## src/hw/rtl/sbif_pkg.sv

```systemverilog
// Package for the servo bus instruction framer.
// Holds the operation codes, instruction bytes and framing constants.
// No dependencies.
`default_nettype none

package sbif_pkg;

  // Request operation codes
  typedef enum logic [2:0] {
    OP_READ      = 3'd0,
    OP_WRITE     = 3'd1,
    OP_REG_WRITE = 3'd2,
    OP_ACTION    = 3'd3,
    OP_RESET     = 3'd4
  } sbif_op_e;

  // Instruction bytes on the wire
  localparam logic [7:0] INS_READ      = 8'h02;
  localparam logic [7:0] INS_WRITE     = 8'h03;
  localparam logic [7:0] INS_REG_WRITE = 8'h04;
  localparam logic [7:0] INS_ACTION    = 8'h05;
  localparam logic [7:0] INS_RESET     = 8'h06;

  // Framing
  localparam logic [7:0] HDR_BYTE   = 8'hFF;
  localparam logic [7:0] BCAST_ID   = 8'hFE;
  localparam logic [7:0] LEN_SHORT  = 8'h02;  // action, factory reset
  localparam logic [7:0] LEN_READ   = 8'h04;
  localparam logic [7:0] LEN_WR_BASE = 8'h03; // plus data byte count

  // Fixed bytes of every packet ahead of the data: header x2, id, length,
  // instruction, address.
  localparam int unsigned FIXED_BYTES = 6;

  // The running sum also takes in both FF header bytes (FF+FF = FE mod 256),
  // so it starts at 02 to cancel them.
  localparam logic [7:0] SUM_SEED = 8'h02;

endpackage

`default_nettype wire

```

## src/hw/rtl/sbif_req_if.sv

```systemverilog
// Request channel of the servo bus instruction framer.
// Carries valid, ready and the request fields. No dependencies.
`default_nettype none

interface sbif_req_if;
  logic       valid;
  logic       ready;
  logic [2:0] opcode;
  logic [7:0] servo_id;
  logic [7:0] reg_address;
  logic [7:0] byte_count;
  logic [7:0] data_lo;
  logic [7:0] data_hi;

  modport source (
    output valid, opcode, servo_id, reg_address, byte_count, data_lo, data_hi,
    input  ready
  );

  modport sink (
    input  valid, opcode, servo_id, reg_address, byte_count, data_lo, data_hi,
    output ready
  );
endinterface

`default_nettype wire

```

## src/hw/rtl/sbif_tx_if.sv

```systemverilog
// Byte channel of the servo bus instruction framer.
// Carries valid, ready, the packet byte and the end marker. No dependencies.
`default_nettype none

interface sbif_tx_if;
  logic       valid;
  logic       ready;
  logic [7:0] tx_byte;
  logic       last_byte;

  modport source (
    output valid, tx_byte, last_byte,
    input  ready
  );

  modport sink (
    input  valid, tx_byte, last_byte,
    output ready
  );
endinterface

`default_nettype wire

```

## src/hw/rtl/sbif_serializer.sv

```systemverilog
// Byte shift register, running checksum and output register of the framer.
// Depends on sbif_pkg and sbif_tx_if.
`default_nettype none

module sbif_serializer
  import sbif_pkg::*;
#(
  parameter int unsigned DEPTH = 8,
  parameter int unsigned CNT_W = 4
) (
  input  wire logic             clk_i,
  input  wire logic             rst_ni,
  input  wire logic             load_i,
  input  wire logic [7:0]       pkt_i [DEPTH],
  input  wire logic [CNT_W-1:0] len_i,
  output logic                  busy_o,
  sbif_tx_if.source             tx_o
);

  logic [7:0]       sh_q [DEPTH];
  logic [7:0]       sh_d [DEPTH];
  logic [CNT_W-1:0] cnt_q, cnt_d;
  logic             ck_q, ck_d;
  logic [7:0]       sum_q, sum_d;
  logic             vld_q, vld_d;
  logic [7:0]       byte_q, byte_d;
  logic             last_q, last_d;
  logic             advance;

  assign busy_o    = (cnt_q != '0) || ck_q;
  // output register is free or being taken this cycle
  assign advance   = !vld_q || tx_o.ready;

  assign tx_o.valid     = vld_q;
  assign tx_o.tx_byte   = byte_q;
  assign tx_o.last_byte = last_q;

  // Next byte: shift one out of the register, then the checksum
  always_comb begin
    sh_d   = sh_q;
    cnt_d  = cnt_q;
    ck_d   = ck_q;
    sum_d  = sum_q;
    vld_d  = vld_q;
    byte_d = byte_q;
    last_d = last_q;
    if (load_i) begin
      sh_d  = pkt_i;
      cnt_d = len_i;
      ck_d  = 1'b1;
      sum_d = SUM_SEED;
      // previous end marker may leave on this same edge
      if (tx_o.ready) begin
        vld_d = 1'b0;
      end
    end else if (advance) begin
      if (cnt_q != '0) begin
        byte_d = sh_q[0];
        last_d = 1'b0;
        vld_d  = 1'b1;
        sum_d  = sum_q + sh_q[0];
        cnt_d  = cnt_q - CNT_W'(1);
        for (int i = 0; i < int'(DEPTH) - 1; i++) begin
          sh_d[i] = sh_q[i+1];
        end
        sh_d[DEPTH-1] = '0;
      end else if (ck_q) begin
        byte_d = ~sum_q;  // FF minus sum
        last_d = 1'b1;
        vld_d  = 1'b1;
        ck_d   = 1'b0;
      end else begin
        vld_d  = 1'b0;
      end
    end
  end

  // Control state
  always_ff @(posedge clk_i or negedge rst_ni) begin
    if (!rst_ni) begin
      cnt_q <= '0;
      ck_q  <= 1'b0;
      vld_q <= 1'b0;
    end else begin
      cnt_q <= cnt_d;
      ck_q  <= ck_d;
      vld_q <= vld_d;
    end
  end

  // Payload
  always_ff @(posedge clk_i) begin
    sh_q   <= sh_d;
    sum_q  <= sum_d;
    byte_q <= byte_d;
    last_q <= last_d;
  end

  // A new packet is loaded only once the previous one is fully shifted out
  a_load_idle: assert property (@(posedge clk_i) disable iff (!rst_ni)
    load_i |-> !busy_o)
    else $error("packet loaded while serializer busy");

  // A loaded packet has bytes pending on the next cycle
  a_load_fill: assert property (@(posedge clk_i) disable iff (!rst_ni)
    load_i |=> (cnt_q != '0) && ck_q)
    else $error("load did not fill serializer");

  // The end marker never waits while its own checksum is still owed
  a_last_end: assert property (@(posedge clk_i) disable iff (!rst_ni)
    (vld_q && last_q) |-> !(ck_q && (cnt_q == '0)))
    else $error("end marker with bytes still pending");

  // A stalled byte stays in the output register
  a_hold: assert property (@(posedge clk_i) disable iff (!rst_ni)
    (vld_q && !tx_o.ready) |=> vld_q && $stable(byte_q) && $stable(last_q))
    else $error("stalled byte dropped");

endmodule

`default_nettype wire

```

## src/hw/rtl/servo_bus_instruction_framer.sv

```systemverilog
// Top level of the servo bus instruction framer: builds the packet for one
// request and hands it to the serializer. Depends on sbif_pkg, sbif_req_if,
// sbif_tx_if and sbif_serializer.
//
//  channel | dir | carries                                          | accepted
//  req_i   | in  | opcode, servo_id, reg_address, byte_count, data | valid&ready
//  tx_o    | out | tx_byte, last_byte (one packet byte per beat)    | valid&ready
//
// A packet of L bytes (6 to 6+MAX_WRITE_BYTES+1) leaves at one byte per cycle
// from the byte shift register while tx_o is ready.
// req_i is ready whenever the shift register and checksum are drained; the
// last byte may still wait in the output register.
// Undefined opcodes are accepted and produce no bytes.
// Reset clears the byte count, checksum flag and output valid.
`default_nettype none

module servo_bus_instruction_framer
  import sbif_pkg::*;
#(
  parameter int unsigned MAX_WRITE_BYTES = 2
) (
  input  wire logic clk_i,
  input  wire logic rst_ni,
  sbif_req_if.sink  req_i,
  sbif_tx_if.source tx_o
);

  localparam int unsigned DEPTH = FIXED_BYTES + MAX_WRITE_BYTES;
  localparam int unsigned CNT_W = $clog2(DEPTH + 1);
  localparam int unsigned N_W   = $clog2(MAX_WRITE_BYTES + 1);

  logic [7:0]       pkt [DEPTH];
  logic [CNT_W-1:0] len;
  logic             op_ok;
  logic             busy;
  logic             accept;
  logic [N_W-1:0]   n_wr;
  logic [7:0]       data [2];
  sbif_op_e         op;

  assign op      = sbif_op_e'(req_i.opcode);
  assign req_i.ready = !busy;
  assign accept  = req_i.valid && !busy;
  assign data[0] = req_i.data_lo;
  assign data[1] = req_i.data_hi;

  // Write data count, saturated
  assign n_wr = (req_i.byte_count > 8'(MAX_WRITE_BYTES)) ?
                N_W'(MAX_WRITE_BYTES) : req_i.byte_count[N_W-1:0];

  // Packet bytes ahead of the checksum
  always_comb begin
    for (int i = 0; i < int'(DEPTH); i++) begin
      pkt[i] = '0;
    end
    pkt[0] = HDR_BYTE;
    pkt[1] = HDR_BYTE;
    pkt[2] = req_i.servo_id;
    op_ok  = 1'b1;
    len    = CNT_W'(5);
    case (op)
      OP_READ: begin
        pkt[3] = LEN_READ;
        pkt[4] = INS_READ;
        pkt[5] = req_i.reg_address;
        pkt[6] = req_i.byte_count;
        len    = CNT_W'(7);
      end
      OP_WRITE, OP_REG_WRITE: begin
        pkt[3] = LEN_WR_BASE + 8'(n_wr);
        pkt[4] = (op == OP_REG_WRITE) ? INS_REG_WRITE : INS_WRITE;
        pkt[5] = req_i.reg_address;
        for (int i = 0; i < int'(MAX_WRITE_BYTES); i++) begin
          pkt[FIXED_BYTES+i] = data[i & 1];
        end
        len    = CNT_W'(FIXED_BYTES) + CNT_W'(n_wr);
      end
      OP_ACTION: begin
        pkt[2] = BCAST_ID;
        pkt[3] = LEN_SHORT;
        pkt[4] = INS_ACTION;
      end
      OP_RESET: begin
        pkt[3] = LEN_SHORT;
        pkt[4] = INS_RESET;
      end
      default: begin
        op_ok  = 1'b0;
      end
    endcase
  end

  sbif_serializer #(
    .DEPTH (DEPTH),
    .CNT_W (CNT_W)
  ) u_ser (
    .clk_i  (clk_i),
    .rst_ni (rst_ni),
    .load_i (accept && op_ok),
    .pkt_i  (pkt),
    .len_i  (len),
    .busy_o (busy),
    .tx_o   (tx_o)
  );

endmodule

`default_nettype wire

```

## src/flat_wrapper.sv

```systemverilog
// flat-port wrapper written by rule: the top's interface ports become plain ports
module servo_bus_instruction_framer_flat import sbif_pkg::*;
#(
  parameter int unsigned MAX_WRITE_BYTES = 2
)
  (clk_i, rst_ni, req_i_valid, req_i_opcode, req_i_servo_id, req_i_reg_address, req_i_byte_count, req_i_data_lo, req_i_data_hi, req_i_ready, tx_o_valid, tx_o_tx_byte, tx_o_last_byte, tx_o_ready);
  sbif_req_if req_i_i ();
  sbif_tx_if tx_o_i ();
  input  wire logic clk_i;
  input  wire logic rst_ni;
  input wire logic [$bits(req_i_i.valid)-1:0] req_i_valid;
  input wire logic [$bits(req_i_i.opcode)-1:0] req_i_opcode;
  input wire logic [$bits(req_i_i.servo_id)-1:0] req_i_servo_id;
  input wire logic [$bits(req_i_i.reg_address)-1:0] req_i_reg_address;
  input wire logic [$bits(req_i_i.byte_count)-1:0] req_i_byte_count;
  input wire logic [$bits(req_i_i.data_lo)-1:0] req_i_data_lo;
  input wire logic [$bits(req_i_i.data_hi)-1:0] req_i_data_hi;
  output wire logic [$bits(req_i_i.ready)-1:0] req_i_ready;
  output wire logic [$bits(tx_o_i.valid)-1:0] tx_o_valid;
  output wire logic [$bits(tx_o_i.tx_byte)-1:0] tx_o_tx_byte;
  output wire logic [$bits(tx_o_i.last_byte)-1:0] tx_o_last_byte;
  input wire logic [$bits(tx_o_i.ready)-1:0] tx_o_ready;
  assign req_i_i.valid = req_i_valid;
  assign req_i_i.opcode = req_i_opcode;
  assign req_i_i.servo_id = req_i_servo_id;
  assign req_i_i.reg_address = req_i_reg_address;
  assign req_i_i.byte_count = req_i_byte_count;
  assign req_i_i.data_lo = req_i_data_lo;
  assign req_i_i.data_hi = req_i_data_hi;
  assign req_i_ready = req_i_i.ready;
  assign tx_o_valid = tx_o_i.valid;
  assign tx_o_tx_byte = tx_o_i.tx_byte;
  assign tx_o_last_byte = tx_o_i.last_byte;
  assign tx_o_i.ready = tx_o_ready;
  servo_bus_instruction_framer #(.MAX_WRITE_BYTES(MAX_WRITE_BYTES)) u_core (.clk_i(clk_i), .rst_ni(rst_ni), .req_i(req_i_i), .tx_o(tx_o_i));
endmodule
```

## config.mk

```make
export PLATFORM = sky130hd
export DESIGN_NAME = servo_bus_instruction_framer_flat
export DESIGN_NICKNAME = d
export VERILOG_FILES = /design/src/hw/rtl/sbif_pkg.sv /design/src/hw/rtl/sbif_req_if.sv /design/src/hw/rtl/sbif_tx_if.sv /design/src/hw/rtl/sbif_serializer.sv /design/src/hw/rtl/servo_bus_instruction_framer.sv /design/src/flat_wrapper.sv
export SDC_FILE = /design/constraint.sdc
export NUM_CORES = 1
export LEC_CHECK = 0
export BUFFER_PORTS_ARGS = -buffer_cell sky130_fd_sc_hd__buf_2
export CAP_MARGIN = 20
export CORE_ASPECT_RATIO = 1.25
export CORE_MARGIN = 2
export CORE_UTILIZATION = 54
export CTS_BUF_LIST = sky130_fd_sc_hd__clkbuf_8
export CTS_CLUSTER_DIAMETER = 80
export DETAILED_ROUTE_END_ITERATION = 8
export PLACE_DENSITY = 0.87
export SYNTH_ARGS = -nofsm -noshare
export SYNTH_HDL_FRONTEND = slang
export SYNTH_HIERARCHICAL = 1
export SYNTH_SLANG_ARGS = --single-unit
```

## constraint.sdc

```tcl
create_clock -name clk_i -period 3.7 [get_ports clk_i]
set_input_delay 0.37 -clock clk_i [delete_from_list [all_inputs] [get_ports clk_i]]
set_output_delay 0.37 -clock clk_i [all_outputs]
set_load 0.05 [all_outputs]
```

==> impl_metrics.py <==
metrics = {
    "status": {
        "status": "completed",
    },
    "sta": {
        "fin_tns_setup_ns": 0,
        "post-route-min-period_ns": 2.75,
        "worst_slew_pin_slew_ns": 0.596,
        "fin_ws_ns": 0.951,
        "skew_ns": 0.00632,
        "finalMaxSlewViolations": 0,
        "period_share_pct": 74.3,
        "rsz0062_at_grt": "false",
        "setup_violations": 0,
        "relSlewSlack_pct": 60.3,
        "fmax_ghz": 0.364,
        "whs_ns": 0.376,
        "final-hold-violation-count": 0,
    },
    "critical_path": {
        "end_kind": "flop",
        "cp_common_cell": "inv_1",
        "arrival_ns": 2.85,
        "cp_data_required_time_ns": 3.81,
        "crit_slowest_cell": "or3b_4",
        "r2r_start": "u_core/u_ser/cnt_q[1]",
        "rrSetupSlack_ns": 0.95,
        "cp_slowest_stage_delay_ns": 0.50,
        "critical_path.cell_chain": "inv_1 -> ha_1 -> or3b_4 -> nor2_1 -> inv_1 -> inv_1 -> and3_2 -> buf_12 -> mux2_2",
        "start_kind": "flop",
        "rr_worst_depth": 9,
        "path_class": "reg -> reg",
        "path_max_fanout": 80,
        "timing.rr.end": "u_core/u_ser/sh_q[46]",
    },
    "synth": {
        "syn_avg_cell_area_um2": 12.6,
        "ys_seq_area_share_pct": 56.1,
        "netlist_top_cells_area": "edfxtp_1, mux2_2, dfxtp_1, and2_1, dfrtp_1",
        "synth-edff-count": 73,
        "netlist_area_um2": 4460,
        "yosysTopAreaCell": "edfxtp_1",
        "async_reset_ff_share_pct": 6.90,
        "ys_ff_latch": 87,
        "synth-main-ff-cell": "edfxtp_1",
        "synthCells": 353,
        "yosys_warnings": 6,
        "yosysUniqueCellTypes": 48,
        "yosys.area.top_type_share_pct": 49.2,
    },
    "floorplan": {
        "fp.dieArea_um2": 9000,
        "rows": 37,
        "core_um2": 8100,
        "chipWidth_um": 85.3,
        "die_h_um": 106,
        "ios": 58,
        "initial_core_util_pct": 55.0,
    },
    "finish": {
        "num_antenna_cells": 0,
        "synthToLayoutAreaGrowth_pct": 14.7,
        "regArea_um2": 2500,
        "layout.nets": 487,
        "multi_input_area_um2": 1910,
        "fillCellCount": 608,
        "final_core_utilization_pct": 63.1,
        "drive_gt1_share_pct": 33.9,
    },
    "pwr": {
        "swShare_pct": 34.3,
        "combPwrFrac_pct": 36.4,
        "leakagePower_uw": 0.00203,
        "power_density_nw_per_um2": 745,
        "p_int_uw": 2500,
        "pwr-share-clk_pct": 16.7,
        "total_power_uw": 3810,
        "p_switching_uw": 1300,
        "power_frac_seq_pct": 46.9,
        "irDropWorstVdd_mv": 0.567,
    },
    "global_routing": {
        "grt_max_degree": 81,
        "overflow": 0,
        "grt_pass1_wl_um": 13300,
        "antenna_found_initial": 0,
        "grt_util_all_layers_pct": 19.1,
        "grt_pass1_vias": 2852,
    },
    "cts": {
        "cts_root_buf": "clkbuf_8",
        "cts_tree": "built",
        "cts.clk_slew.worst_paths_ns": 0.08,
        "cts.sinks": 87,
        "cts_buffer_depth": 2,
        "insertion_delay_ns": 0.35,
        "cts-buffers-inserted": 9,
        "h-tree-depth": 3,
    },
    "drt": {
        "wl_per_cell_um": 15.3,
        "drcViolationCount": 0,
        "drt_iter0_drc": 160,
        "routed_wl_um": 8170,
        "first_pass_iters": 4,
        "viasPerCell": 5.52,
        "ant_nets": 0,
        "num_vias": 2944,
    },
    "min_path": {
        "hold_class": "in -> async",
    },
    "place": {
        "port_buffers": 57,
        "place_congestion": 0.875,
        "post-place-ws_ns": 0.996,
        "dp_hpwl_um": 5670,
    },
    "job": {
        "maxCapViolCount": 0,
    },
}
[registers in the layout, summed over array words and instances (netlist names)]
signal and count:
u_core/u_ser/tx_o.valid 1, u_core/u_ser/cnt_q 4, u_core/u_ser/sum_q 8, u_core/u_ser/sh_q 64
u_core/u_ser/tx_o.last_byte 1, u_core/u_ser/tx_o.tx_byte 8, u_core/u_ser/ck_q 1
[critical path: cells and delay by family, from the launching register on]
family,cells,cell delay (ns)
buffers and inverters,4,0.53
adders and majority gates,1,0.16
DFF,1,0.41
muxes,1,0.40
and+or+nand+nor,3,0.93
[kinds of logic (layout without fill, tap and decap cells)]
kind of cell | after synthesis | count (layout) | synth area share, %
adder cells (fa/ha/maj) | 9 | 9 | 2.70
AO/OA/AOI/OAI | 56 | 56 | 8.00
XOR/XNOR | 5 | 5 | 0.983
flip-flops | 87 | 87 | 56.1
AND/OR/NAND/NOR | 99 | 99 | 12.5
buffers and inverters | 30 | 89 | 3.12
other | 2 | 26 | 0.169
multiplexers | 65 | 65 | 16.4
[power groups by stage]
stage          Clock, uW  Sequential (uW)  Combinational (uW)
2_1_floorplan          0             1940                 896
3_3_place_gp           0             1780                1300
3_5_place_dp           0             1800                1360
4_1_cts              652             1780                1380
5_1_grt              693             1820                1510
6_report             635             1790                1390
[per-stage QoR]
| stage | cells | instance area [um2] |
|---|---|---|
| finish | 533 | 5110 |
| global route | 533 | 5110 |
| CTS | 533 | 5110 |
| detailed placement | 516 | 4910 |
| global placement | 516 | 4910 |
| floorplan | 377 | 4550 |
[per-layer routing]
layer	GRT usage (%)	up-vias	wire length, um	share of wire (%)
li1	-	1415	-	-
met1	21.9	1431	3190	39
met2	33.5	78	4450	54
met3	4.31	20	288	3.5
met4	8.50	0	246	3.0
met5	0	-	0	0
[what timing repair did]
action / in CTS / in global routing
resized for setup: 0 / 0
hold buffers: 1 / 0
endpoints found under the hold margin: 6 / 0
buffers inserted: 0 / 0
[cells in the final DEF (no fill, tap or decap), types with 9 or more instances in the layout]
cell type   n
mux2_2     63
nor2_1     14
nand2_1    23
nand2b_1    9
and2_1     25
o21ai_0    18
edfxtp_1   73
inv_1      11
clkbuf_8    9
conb_1     26
a21oi_1    12
buf_2      57
[cells in the mapped netlist (all sizes together), types with 2 or more instances]
cell type and count:
a211o 3, a21boi 2, a21o 2, a21oi 13, a22oi 8, and2 25
and3 2, buf 13, clkbuf 5, conb 2, dfrtp 6, dfxtp 8
edfxtp 73, ha 8, inv 12, mux2 65, nand2 25, nand2b 9
nand3 4, nand3b 2, nor2 14, nor2b 4, nor3 4, nor4 2
o211ai 3, o21a 3, o21ai 18, o31ai 2, or4 2, xnor2 3
xor2 2
[worst max path at each step]
stage                           from               endpoint  slack (ns)  cells past startpoint
6_report       u_core/u_ser/cnt_q[1]  u_core/u_ser/sh_q[46]        0.95                      9
5_1_grt        u_core/u_ser/cnt_q[0]   u_core/u_ser/sh_q[6]        0.82                     10
4_1_cts        u_core/u_ser/cnt_q[0]  u_core/u_ser/sh_q[30]        0.98                     10
3_5_place_dp   u_core/u_ser/cnt_q[0]   u_core/u_ser/sh_q[4]         1.0                     10
3_3_place_gp   u_core/u_ser/cnt_q[0]  u_core/u_ser/sh_q[14]        1.13                      9
2_1_floorplan  u_core/u_ser/cnt_q[0]   u_core/u_ser/sh_q[0]        0.40                     11
[cell type report]
class                      count  area share [%]
clock buffer                   9            2.42
clock inverter                 7            1.27
inverter                      12           0.881
multi-input combinational    260            37.4
sequential                    87            49.0
tap                           97            2.38
timing repair buffer          61            6.71
(Power assumes the default switching activity.)
